## src/slt_pkg.sv

```systemverilog
`timescale 1ns / 1ps
// ----------------------------------------------------------------------------
// slt_pkg: shared types and constants of the string literal transcoder
// Holds the mode codes, the literal state, the result word and the escape map.
// ----------------------------------------------------------------------------
package slt_pkg;

   localparam int BYTE_W  = 8;
   localparam int MODE_W  = 2;
   localparam int CODE_W  = 21;
   localparam int QUEUE_DEPTH = 4;

   // output modes
   localparam logic [MODE_W-1:0] MODE_RAW   = 2'd0;
   localparam logic [MODE_W-1:0] MODE_UTF16 = 2'd1;
   localparam logic [MODE_W-1:0] MODE_UTF32 = 2'd2;

   // characters and code point limits
   localparam logic [BYTE_W-1:0] BACKSLASH    = 8'h5C;
   localparam logic [CODE_W-1:0] CP_2BYTE_MIN = 21'h00080;
   localparam logic [CODE_W-1:0] CP_3BYTE_MIN = 21'h00800;
   localparam logic [CODE_W-1:0] CP_4BYTE_MIN = 21'h10000;
   localparam logic [CODE_W-1:0] CP_MAX       = 21'h10FFFF;
   localparam logic [CODE_W-1:0] CP_BMP_MAX   = 21'h00FFFF;
   localparam logic [CODE_W-1:0] SURR_LO      = 21'h00D800;
   localparam logic [CODE_W-1:0] SURR_HI      = 21'h00DFFF;
   localparam logic [15:0]       HIGH_SURR    = 16'hD800;
   localparam logic [15:0]       LOW_SURR     = 16'hDC00;

   // continuation counts of a UTF-8 sequence
   localparam logic [1:0] SEQ_TWO   = 2'd1;
   localparam logic [1:0] SEQ_THREE = 2'd2;
   localparam logic [1:0] SEQ_FOUR  = 2'd3;

   typedef struct packed {
      logic              escape_pending;
      logic [1:0]        bytes_left;
      logic [1:0]        seq_length;
      logic [CODE_W-1:0] code_acc;
      logic              drop_rest;
   } slt_state_type;

   typedef struct packed {
      logic [CODE_W-1:0] code_unit;
      logic              error;
      logic              literal_end;
   } slt_result_type;

   typedef struct packed {
      logic [1:0]     count;
      slt_result_type first;
      slt_result_type second;
      slt_state_type  state;
   } slt_step_type;

   typedef struct packed {
      logic              ok;
      logic [BYTE_W-1:0] value;
   } slt_escape_type;

   // map the character after a backslash to its value
   function automatic slt_escape_type escape_map(input logic [BYTE_W-1:0] c);
      slt_escape_type r;
      r.ok = 1'b1;
      case (c)
         8'h6E: r.value = 8'h0A;   // n
         8'h74: r.value = 8'h09;   // t
         8'h72: r.value = 8'h0D;   // r
         8'h5C: r.value = 8'h5C;   // backslash
         8'h27: r.value = 8'h27;   // single quote
         8'h22: r.value = 8'h22;   // double quote
         8'h30: r.value = 8'h00;   // zero
         default: begin
            r.ok    = 1'b0;
            r.value = '0;
         end
      endcase
      return r;
   endfunction

endpackage

```

## src/slt_decode.sv

```systemverilog
`timescale 1ns / 1ps
// ----------------------------------------------------------------------------
// slt_decode: one-byte decode step
// Escape handling, UTF-8 accumulation and validation, surrogate split and
// error drop for one accepted byte on the current literal state.
// ----------------------------------------------------------------------------
module slt_decode (
   input  logic [slt_pkg::BYTE_W-1:0] byte_in,
   input  logic                       last_in,
   input  logic [slt_pkg::MODE_W-1:0] mode,
   input  slt_pkg::slt_state_type     state_cur,
   output slt_pkg::slt_step_type      step
);

   slt_pkg::slt_state_type         ns;
   slt_pkg::slt_escape_type        esc;
   logic                           fail;
   logic                           emit;
   logic                           split;
   logic [slt_pkg::CODE_W-1:0]     cp;
   logic [slt_pkg::CODE_W-1:0]     acc_next;
   logic [slt_pkg::CODE_W-1:0]     offset;
   logic [1:0]                     left_next;

   // next state and the decoded code point
   always_comb begin
      ns        = state_cur;
      fail      = 1'b0;
      emit      = 1'b0;
      cp        = '0;
      esc       = slt_pkg::escape_map(byte_in);
      acc_next  = {state_cur.code_acc[slt_pkg::CODE_W-7:0], byte_in[5:0]};
      left_next = state_cur.bytes_left - 2'd1;
      if (state_cur.drop_rest) begin
         if (last_in) begin
            ns = '0;
         end
      end else if (state_cur.escape_pending) begin
         ns.escape_pending = 1'b0;
         if (esc.ok) begin
            emit = 1'b1;
            cp   = slt_pkg::CODE_W'(esc.value);
         end else begin
            fail = 1'b1;
         end
      end else if (state_cur.bytes_left != 2'd0) begin
         if (byte_in[7:6] != 2'b10) begin
            fail = 1'b1;
         end else begin
            ns.code_acc   = acc_next;
            ns.bytes_left = left_next;
            if (left_next != 2'd0) begin
               fail = last_in;
            end else if (state_cur.seq_length == slt_pkg::SEQ_TWO &&
                         acc_next < slt_pkg::CP_2BYTE_MIN) begin
               fail = 1'b1;
            end else if (state_cur.seq_length == slt_pkg::SEQ_THREE &&
                         (acc_next < slt_pkg::CP_3BYTE_MIN ||
                          (acc_next >= slt_pkg::SURR_LO &&
                           acc_next <= slt_pkg::SURR_HI))) begin
               fail = 1'b1;
            end else if (state_cur.seq_length == slt_pkg::SEQ_FOUR &&
                         (acc_next < slt_pkg::CP_4BYTE_MIN ||
                          acc_next > slt_pkg::CP_MAX)) begin
               fail = 1'b1;
            end else begin
               ns.seq_length = '0;
               ns.code_acc   = '0;
               emit          = 1'b1;
               cp            = acc_next;
            end
         end
      end else if (byte_in == slt_pkg::BACKSLASH) begin
         if (last_in) begin
            fail = 1'b1;
         end else begin
            ns.escape_pending = 1'b1;
         end
      end else if (mode == slt_pkg::MODE_RAW || !byte_in[7]) begin
         // raw bytes and ASCII pass straight out
         emit = 1'b1;
         cp   = slt_pkg::CODE_W'(byte_in);
      end else if (byte_in[7:5] == 3'b110) begin
         ns.seq_length = slt_pkg::SEQ_TWO;
         ns.bytes_left = slt_pkg::SEQ_TWO;
         ns.code_acc   = slt_pkg::CODE_W'(byte_in[4:0]);
         fail          = last_in;
      end else if (byte_in[7:4] == 4'b1110) begin
         ns.seq_length = slt_pkg::SEQ_THREE;
         ns.bytes_left = slt_pkg::SEQ_THREE;
         ns.code_acc   = slt_pkg::CODE_W'(byte_in[3:0]);
         fail          = last_in;
      end else if (byte_in[7:3] == 5'b11110) begin
         ns.seq_length = slt_pkg::SEQ_FOUR;
         ns.bytes_left = slt_pkg::SEQ_FOUR;
         ns.code_acc   = slt_pkg::CODE_W'(byte_in[2:0]);
         fail          = last_in;
      end else begin
         fail = 1'b1;
      end
      // an error clears the literal and drops the rest unless this was the end
      if (fail) begin
         ns           = '0;
         ns.drop_rest = !last_in;
      end
   end

   // build the result words
   always_comb begin
      split  = emit && mode == slt_pkg::MODE_UTF16 && cp > slt_pkg::CP_BMP_MAX;
      offset = cp - slt_pkg::CP_4BYTE_MIN;
      step.state = ns;
      step.second.code_unit =
         slt_pkg::CODE_W'(slt_pkg::LOW_SURR | {6'd0, offset[9:0]});
      step.second.error       = 1'b0;
      step.second.literal_end = last_in;
      if (fail) begin
         step.count             = 2'd1;
         step.first.code_unit   = '0;
         step.first.error       = 1'b1;
         step.first.literal_end = 1'b1;
      end else if (split) begin
         step.count             = 2'd2;
         step.first.code_unit   =
            slt_pkg::CODE_W'(slt_pkg::HIGH_SURR | {6'd0, offset[19:10]});
         step.first.error       = 1'b0;
         step.first.literal_end = 1'b0;
      end else begin
         step.count             = {1'b0, emit};
         step.first.code_unit   = cp;
         step.first.error       = 1'b0;
         step.first.literal_end = last_in;
      end
   end

endmodule

```

## src/slt_out_queue.sv

```systemverilog
`timescale 1ns / 1ps
// ----------------------------------------------------------------------------
// slt_out_queue: result word queue
// Takes zero, one or two result words per cycle and hands out one per cycle while pop is high.
// ----------------------------------------------------------------------------
module slt_out_queue #(
   parameter int Depth = slt_pkg::QUEUE_DEPTH
) (
   input  logic                   clock,
   input  logic                   reset,
   input  logic [1:0]             push_count,
   input  slt_pkg::slt_result_type push_first,
   input  slt_pkg::slt_result_type push_second,
   input  logic                   pop,
   output logic                   head_valid,
   output slt_pkg::slt_result_type head,
   output logic                   room_for_two
);

   localparam int PtrW = (Depth > 1) ? $clog2(Depth) : 1;
   localparam int CntW = $clog2(Depth + 1);

   slt_pkg::slt_result_type slot_ff [Depth];
   logic [PtrW-1:0] wr_ptr_ff, wr_ptr_in, wr_ptr_plus;
   logic [PtrW-1:0] rd_ptr_ff, rd_ptr_in;
   logic [CntW-1:0] count_ff, count_in;
   logic            do_pop;

   function automatic logic [PtrW-1:0] next_ptr(input logic [PtrW-1:0] p);
      logic [PtrW-1:0] r;
      if (p == PtrW'(Depth - 1)) begin
         r = '0;
      end else begin
         r = p + PtrW'(1);
      end
      return r;
   endfunction

   // advance pointers and fill count
   always_comb begin
      do_pop      = pop && count_ff != '0;
      wr_ptr_plus = next_ptr(wr_ptr_ff);
      case (push_count)
         2'd1:    wr_ptr_in = wr_ptr_plus;
         2'd2:    wr_ptr_in = next_ptr(wr_ptr_plus);
         default: wr_ptr_in = wr_ptr_ff;
      endcase
      rd_ptr_in = do_pop ? next_ptr(rd_ptr_ff) : rd_ptr_ff;
      count_in  = count_ff + CntW'(push_count) - CntW'(do_pop);
   end

   always_ff @(posedge clock) begin
      if (reset) begin
         wr_ptr_ff <= '0;
         rd_ptr_ff <= '0;
         count_ff  <= '0;
      end else begin
         wr_ptr_ff <= wr_ptr_in;
         rd_ptr_ff <= rd_ptr_in;
         count_ff  <= count_in;
      end
   end

   // store incoming words
   always_ff @(posedge clock) begin
      if (push_count != 2'd0) begin
         slot_ff[wr_ptr_ff] <= push_first;
      end
      if (push_count == 2'd2) begin
         slot_ff[wr_ptr_plus] <= push_second;
      end
   end

   assign head_valid   = count_ff != '0;
   assign head         = slot_ff[rd_ptr_ff];
   assign room_for_two = count_ff <= CntW'(Depth - 2);

endmodule

```

## src/string_literal_transcoder_unit.sv

```systemverilog
`timescale 1ns / 1ps
// ----------------------------------------------------------------------------
// string_literal_transcoder_unit: string literal body transcoder
// Decodes escapes and UTF-8 in a literal body and emits bytes, UTF-16 code
// units or UTF-32 code points, with one flagged word per malformed literal.
//
//   channel | direction | tdata                     | tuser | tlast
//   req_    | in        | [7:0] byte_req            | -     | last_byte
//   rsp_    | out       | [20:0] code_unit, pad 0   | error | literal_end
//   csr_    | in        | [1:0] out_mode (write)    | -     | -
//
// Each accepted byte is decoded in the cycle it is accepted; its words are
// written into the result queue and leave on rsp_ behind any older words. One
// byte per cycle is taken while the result queue holds at most QueueDepth - 2
// words; a stalled rsp_ side fills the queue and holds req_tready low, and a
// csr_ write holds it low for that cycle. Reset sets out_mode to UTF-32 and
// clears the literal state; a csr_ write also clears the literal state.
// ----------------------------------------------------------------------------
module string_literal_transcoder_unit #(
   parameter int QueueDepth = slt_pkg::QUEUE_DEPTH
) (
   input  logic        clock,
   input  logic        reset,
   input  logic        req_tvalid,
   output logic        req_tready,
   input  logic [7:0]  req_tdata,   // [7:0] byte_req
   input  logic        req_tlast,   // last_byte
   output logic        rsp_tvalid,
   input  logic        rsp_tready,
   output logic [23:0] rsp_tdata,   // [20:0] code_unit, [23:21] zero
   output logic        rsp_tuser,   // [0] error
   output logic        rsp_tlast,   // literal_end
   input  logic        csr_wr_en,
   input  logic [1:0]  csr_wr_data  // out_mode
);

   slt_pkg::slt_state_type      state_ff;
   logic [slt_pkg::MODE_W-1:0]  mode_ff;
   slt_pkg::slt_step_type       step;
   slt_pkg::slt_result_type     head;
   logic                        accept;
   logic                        room_for_two;
   logic [1:0]                  push_count;

   assign accept     = req_tvalid && req_tready;
   assign req_tready = room_for_two && !csr_wr_en;
   assign push_count = accept ? step.count : 2'd0;

   slt_decode u_decode (
      .byte_in   (req_tdata),
      .last_in   (req_tlast),
      .mode      (mode_ff),
      .state_cur (state_ff),
      .step      (step)
   );

   // hold mode and literal state; a register write restarts the literal
   always_ff @(posedge clock) begin
      if (reset) begin
         mode_ff  <= slt_pkg::MODE_UTF32;
         state_ff <= '0;
      end else if (csr_wr_en) begin
         mode_ff  <= csr_wr_data;
         state_ff <= '0;
      end else if (accept) begin
         state_ff <= step.state;
      end
   end

   slt_out_queue #(
      .Depth (QueueDepth)
   ) u_out_queue (
      .clock        (clock),
      .reset        (reset),
      .push_count   (push_count),
      .push_first   (step.first),
      .push_second  (step.second),
      .pop          (rsp_tready),
      .head_valid   (rsp_tvalid),
      .head         (head),
      .room_for_two (room_for_two)
   );

   assign rsp_tdata = {3'b000, head.code_unit};
   assign rsp_tuser = head.error;
   assign rsp_tlast = head.literal_end;

endmodule

```

## config.mk

```make
export PLATFORM = sky130hd
export DESIGN_NAME = string_literal_transcoder_unit
export DESIGN_NICKNAME = d
export VERILOG_FILES = /design/src/slt_pkg.sv /design/src/slt_decode.sv /design/src/slt_out_queue.sv /design/src/string_literal_transcoder_unit.sv
export SDC_FILE = /design/constraint.sdc
export NUM_CORES = 1
export LEC_CHECK = 0
export ABC_AREA = 1
export BUFFER_PORTS_ARGS = -buffer_cell sky130_fd_sc_hd__buf_2
export CORE_UTILIZATION = 56
export DETAILED_ROUTE_END_ITERATION = 16
export GPL_ROUTABILITY_DRIVEN = 1
export PLACE_DENSITY = 0.76
export SETUP_SLACK_MARGIN = 0.5
export SYNTH_ARGS = -nofsm -noshare
export SYNTH_HDL_FRONTEND = slang
export SYNTH_SLANG_ARGS = --single-unit
```

## constraint.sdc

```tcl
create_clock -name clock -period 3.5 [get_ports clock]
set_clock_uncertainty 0.05 [all_clocks]
set_input_delay 0.175 -clock clock [delete_from_list [all_inputs] [get_ports clock]]
set_output_delay 0.175 -clock clock [all_outputs]
set_load 0.02 [all_outputs]
```

==> metrics.txt, run 1 <==
Slew headroom 47.7%; GR Util All Layers 33.3%; Num CTS Buffers 17; CTS max path bufs 2; die width 116 um; layout cells sized above 1 23.3%; post-layout instance count excluding filler cells 1309; Fmax 309 MHz; CP required 3.62 ns; setup violators final 0; worst slew pin tran 0.779 ns; Fill cells 1003; final instance area 9180 um2; port buffer count 40; Comb power frac 28.6%; Max Cap Violations 0; synth unique cells 45; # nets final 1156; kind of critical path flip-flop to flip-flop; drt first pass iters 6; multi-input logic area 4060 um2; Area Growth Syn to Fin 26.6%; Post-synth EDFFs 44; routed len/inst 17.2 um; Hold Vio Cnt, Final 3; Sink Count 124; vias 7511; Clk pwr share 36.8%; Pins Over Slew Limit 0; DP Wirelength 14.1 mm; TritonCTS clock tree done; Syn Area/Cell 6.98 um2; CP Buf/Inv Count 8; min setup slack post-route 0.267 ns; failing checks negative hold slack; register area 2950 um2; Psw 1.73 mW; CP top delay family simple AND/OR/NAND/NOR gates; sequential area share after synthesis 40.3%; Initial Util 57.5%; Sw Share 34.2%; CP arrival 3.36 ns; global route overflow 0; Crit Path Max Fanout 14; Ports 44; part of the cycle the worst path needs 92.4%; Synth Flop Type dfxtp_1; worst vdd ir 0.000318 V; initial drt markers 645; hold_ws -0.0453 ns; startpoint types flip-flop; YS warnings 0; antenna violations before repair 0; dpl ws 0.150 ns; Yosys reg bits 124; sequential power share 34.6%; most used cell, CP nand2_1; slowest stage delay, CP 0.36 ns; RSZ-0062 raised after global routing true; status finished, violations left; H-tree levels 4; Vias/cell 5.74; row count 41; min Tclk post-route 3.23 ns; pwr/cell area 550 nW/um2; Clock Latency Late Sink 0.43 ns; Hold WC Path Type input pin to flip-flop; antenna fix cells 0; Leak 4.27 nW; Residual DRC 0; root buffer selected by CTS clkbuf_16; vias in the first global route 6909; Layout Utilization 72.8%; area of the mapped netlist 7250 um2; Post-DRT Antenna Nets 0; GP Congestion 0.938; Async S/R FF share, synth 0%; total power 5.05 mW; Crit-path slowest cell dfxtp_4; Core ar. 12600 um2; Total Routed Length 22.5 mm; Pint 3.33 mW; CP Capture Type flip-flop; die footprint 13400 um2; Cell Count Post-Placement 1231; DP Area 7750 um2; Die Y 116 um; first-pass GRT wire length 34.0 mm; largest net degree at the start of global routing 48; clock slew seen by the registers of the worst setup and hold paths 0.06 ns; TNS Setup 0 ns; synthesized instance count 1039
==> state kept, by name, summed over array words and instances, names as in the netlist, named ones only <==
| register | flops |
|---|---|
| u_out_queue.slot_ff | 92 |
| state_ff | 21 |
| u_out_queue.count_ff | 3 |
| mode_ff | 2 |
| u_out_queue.rd_ptr_ff | 2 |
| u_out_queue.wr_ptr_ff | 2 |
==> worst paths after layout <==
path / startpoint / endpoint / slack, ns / cells after the start
setup / recovery: state_ff[11] / u_out_queue.slot_ff[0][2] / 0.27 / 27
hold reg to reg: u_out_queue.slot_ff[0][16] / u_out_queue.slot_ff[0][16] / 0.41 / 2
hold / removal: reset / u_out_queue.count_ff[0] / -0.05 / 2
setup reg to reg: state_ff[11] / u_out_queue.slot_ff[0][2] / 0.27 / 27
==> layer usage <==
layer	global-route usage (%)	wire, um	vias up	share of wire [%]
met4	14.0	877	0	3.9
met3	8.11	1760	82	7.8
met5	0	0	-	0
li1	-	-	3604	-
met1	40.3	8880	3437	39
met2	56.5	11000	388	49
==> logic make-up (layout without fill, tap and decap cells) <==
group	after synthesis	in the layout	share of synthesized area (%)
XOR/XNOR	4	4	0.483
AO/OA/AOI/OAI	179	179	13.6
AND/OR/NAND/NOR	564	567	33.9
other	1	3	0.0517
buffers and inverters	151	244	8.78
flip-flops	124	124	40.3
adder cells (fa/ha/maj)	16	16	2.86
==> cells in the final DEF (no fill, tap or decap), drive strengths merged, types with 3 or more instances in the layout <==
cell type      n
clkinvlp       5
dlygate4sd3    4
conb           3
nor3          14
nand2        268
inv           99
nand4         13
nand3        106
nor2         158
o22ai         24
o21ai         82
xor2           3
dfxtp         80
clkinv         6
o211ai         3
nand3b         5
a21oi         60
clkbuf        18
ha            15
edfxtp        44
buf          108
bufinv         4
==> power by group through the flow <==
stage / Clock, mW / Sequential, mW / Combinational (mW)
2_1_floorplan: 0 / 1.75 / 0.990
3_5_place_dp: 0 / 1.77 / 1.38
6_report: 1.86 / 1.75 / 1.45
4_1_cts: 1.86 / 1.74 / 1.40
5_1_grt: 1.93 / 1.76 / 1.61
3_3_place_gp: 0 / 1.76 / 1.36
==> cell usage after synthesis, types with 2 or more instances <==
cell type / n / area [um2]
dfxtp_1: 80 / 1600
o21ai_1: 2 / 10.0
nand3_4: 2 / 35.0
nor2_1: 152 / 571
nand2_2: 17 / 106
nand3_1: 103 / 515
xor2_1: 3 / 26.3
nand2_4: 2 / 22.5
clkbuf_1: 24 / 90.1
o21ai_0: 80 / 400
nor3_1: 14 / 70.1
nand3b_1: 5 / 37.5
buf_6: 2 / 22.5
nor4_1: 2 / 12.5
o211ai_1: 3 / 22.5
edfxtp_1: 44 / 1320
nor2_2: 3 / 18.8
buf_4: 9 / 67.6
inv_2: 17 / 63.8
nand4_1: 12 / 75.1
ha_1: 15 / 188
a21oi_1: 59 / 295
nor2_4: 3 / 33.8
o22ai_1: 23 / 144
buf_2: 17 / 85.1
nand2_1: 246 / 923
a211oi_1: 2 / 15.0
inv_1: 81 / 304
==> what timing repair did <==
action | 4_1_cts | 5_1_grt
endpoints found under the hold margin | 4 | 3
hold buffers | 3 | 1
cloned | 0 | 4
pin swaps | 15 | 14
setup endpoints to repair | 130 | 155
resized for setup | 39 | 79
setup buffers | 21 | 17
==> layout make-up <==
type                       count  share of cell area [%]
clock buffer                  17                    4.63
clock inverter                15                    2.11
inverter                      99                    4.33
multi-input combinational    769                    44.2
sequential                   124                    32.1
tap                          172                    2.34
timing repair buffer         113                    10.2
Power figures use the tool's default switching activity.
==> inputs of run 2 (changes only) <==
- PLACE_DENSITY: 0.76 -> not set
- PLACE_DENSITY_LB_ADDON: not set -> 0.12
==> metrics.txt, run 2 (synthesis results as in run 1) <==
status finished, violations left; failing checks negative hold slack; post-layout instance count excluding filler cells 1314; layout cells sized above 1 25.9%; Leak 4.34 nW; worst vdd ir 0.000280 V; most used cell, CP inv_2; H-tree levels 4; Post-DRT Antenna Nets 0; commonest non-fill, non-tap cell in the layout nand2_1; M1 GR Usage 41.2%; Sink Count 124; drt first pass iters 5; Die Y 116 um; Area Growth Syn to Fin 29.0%; antenna violations before repair 0; CP Buf/Inv Count 6; CTS max path bufs 2; TritonCTS clock tree done; GP Congestion 0.898; CP Capture Type flip-flop; vias in the first global route 6905; GR Util All Layers 34.4%; part of the cycle the worst path needs 94.4%; kind of critical path flip-flop to flip-flop; antenna fix cells 0; pwr/cell area 536 nW/um2; largest net degree at the start of global routing 47; min Tclk post-route 3.30 ns; port buffer count 40; TNS Setup 0 ns; # nets final 1161; Ports 44; global route overflow 0; Num CTS Buffers 17; die width 116 um; Hold WC Path Type input pin to flip-flop; Crit Path Max Fanout 7; DP Wirelength 14.2 mm; hold_ws -0.0107 ns; root buffer selected by CTS clkbuf_16; Top reg by flops u_out_queue.slot_ff; Vias/cell 5.80; CP arrival 3.43 ns; routed len/inst 17.7 um; Crit-path slowest cell dfxtp_1; setup violators final 0; Hold Vio Cnt, Final 3; initial drt markers 763; Initial Util 57.5%; Largest regs u_out_queue.slot_ff: 92 flops, state_ff: 21 flops, u_out_queue.count_ff: 3 flops; Clock Latency Late Sink 0.43 ns; Total Routed Length 23.2 mm; startpoint types flip-flop; slowest stage delay, CP 0.34 ns; GR Layer Usage met2 57.0%; Max Cap Violations 0; Core ar. 12600 um2; Residual DRC 0; die footprint 13400 um2; worst slew pin tran 0.983 ns; Slew headroom 33.9%; GR Util met3 8.89%; RSZ-0062 raised after global routing true; clock slew seen by the registers of the worst setup and hold paths 0.06 ns; first-pass GRT wire length 34.9 mm; max FFs per register 92; commonest cells after routing, fill and taps aside nand2_1, nor2_1, nand3_1; Fmax 303 MHz; CP required 3.62 ns; Cell Count Post-Placement 1233; GR peak layer met2; vias 7624; Pins Over Slew Limit 0; row count 41; CP top delay family simple AND/OR/NAND/NOR gates
-- run 2: cell count changes in the layout (fill, tap and decap cells not counted), moves of 3 or more --
cell	change
a21oi_1	-12
a21oi_2	+12
buf_4	+6
bufinv_16	-3
nand2_1	-10
nand2_2	+9
nand3_1	-4
nand3_2	+4
o21ai_0	-4
-- run 2: timing repair --
action | CTS | global route
gates resized for setup | 41 | 107
buffers inserted | 22 | 17
pin swaps | 17 | 31
hold endpoints to repair | 4 | 0
gates cloned | 5 | 1
setup endpoints to repair | 134 | 140
hold buffers | 4 | 0
-- run 2: where the power goes --
group | switching (mW) | internal, mW | total (mW)
combinational | 0.991 | 0.503 | 1.49
sequential | 0.0922 | 1.66 | 1.75
clock | 0.672 | 1.10 | 1.77
total | 1.76 | 3.26 | 5.02
-- run 2: worst paths after layout --
| check | start | endpoint | slack, ns | depth (start not counted) |
|---|---|---|---|---|
| max reg2reg | state_ff[9] | u_out_queue.slot_ff[0][4] | 0.20 | 26 |
| max | state_ff[9] | u_out_queue.slot_ff[0][4] | 0.20 | 26 |
| min reg2reg | u_out_queue.slot_ff[1][14] | u_out_queue.slot_ff[1][14] | 0.42 | 2 |
| min | req_tdata[2] | state_ff[3] | -0.01 | 3 |
-- run 2: final cells by class --
cell class,instances,area (um2)
sequential,124,2940
clock buffer,23,510
timing repair buffer,119,1020
fill,976,3270
inverter,99,398
multi-input combinational,768,4190
clock inverter,9,80.1
tap,172,215
-- run 2: worst min-delay path: stages --
cell and delay [ns]:
buf_2 0.12, nand3_1 0.08, a21oi_1 0.05
-- run 2: stage by stage --
stage | power (mW) | cell area [um2] | setup slack [ns] | util [%]
finish | 5.02 | 9350 | 0.195 | 74.1
global route | 5.24 | 9350 | 0.0114 | 74.1
CTS | 4.92 | 8840 | 0.377 | 70.0
detailed placement | 3.15 | 7760 | 0.0694 | 61.5
global placement | 3.14 | 7760 | 0.0844 | 61.5
floorplan | 2.74 | 7400 | 0.428 | -
-- run 2: routing by layer --
| metal | vias to the layer above | wire length (um) |
|---|---|---|
| li1 | 3622 | - |
| met1 | 3491 | 9100 |
| met2 | 425 | 11100 |
| met3 | 86 | 2020 |
| met4 | 0 | 998 |
| met5 | - | 0 |
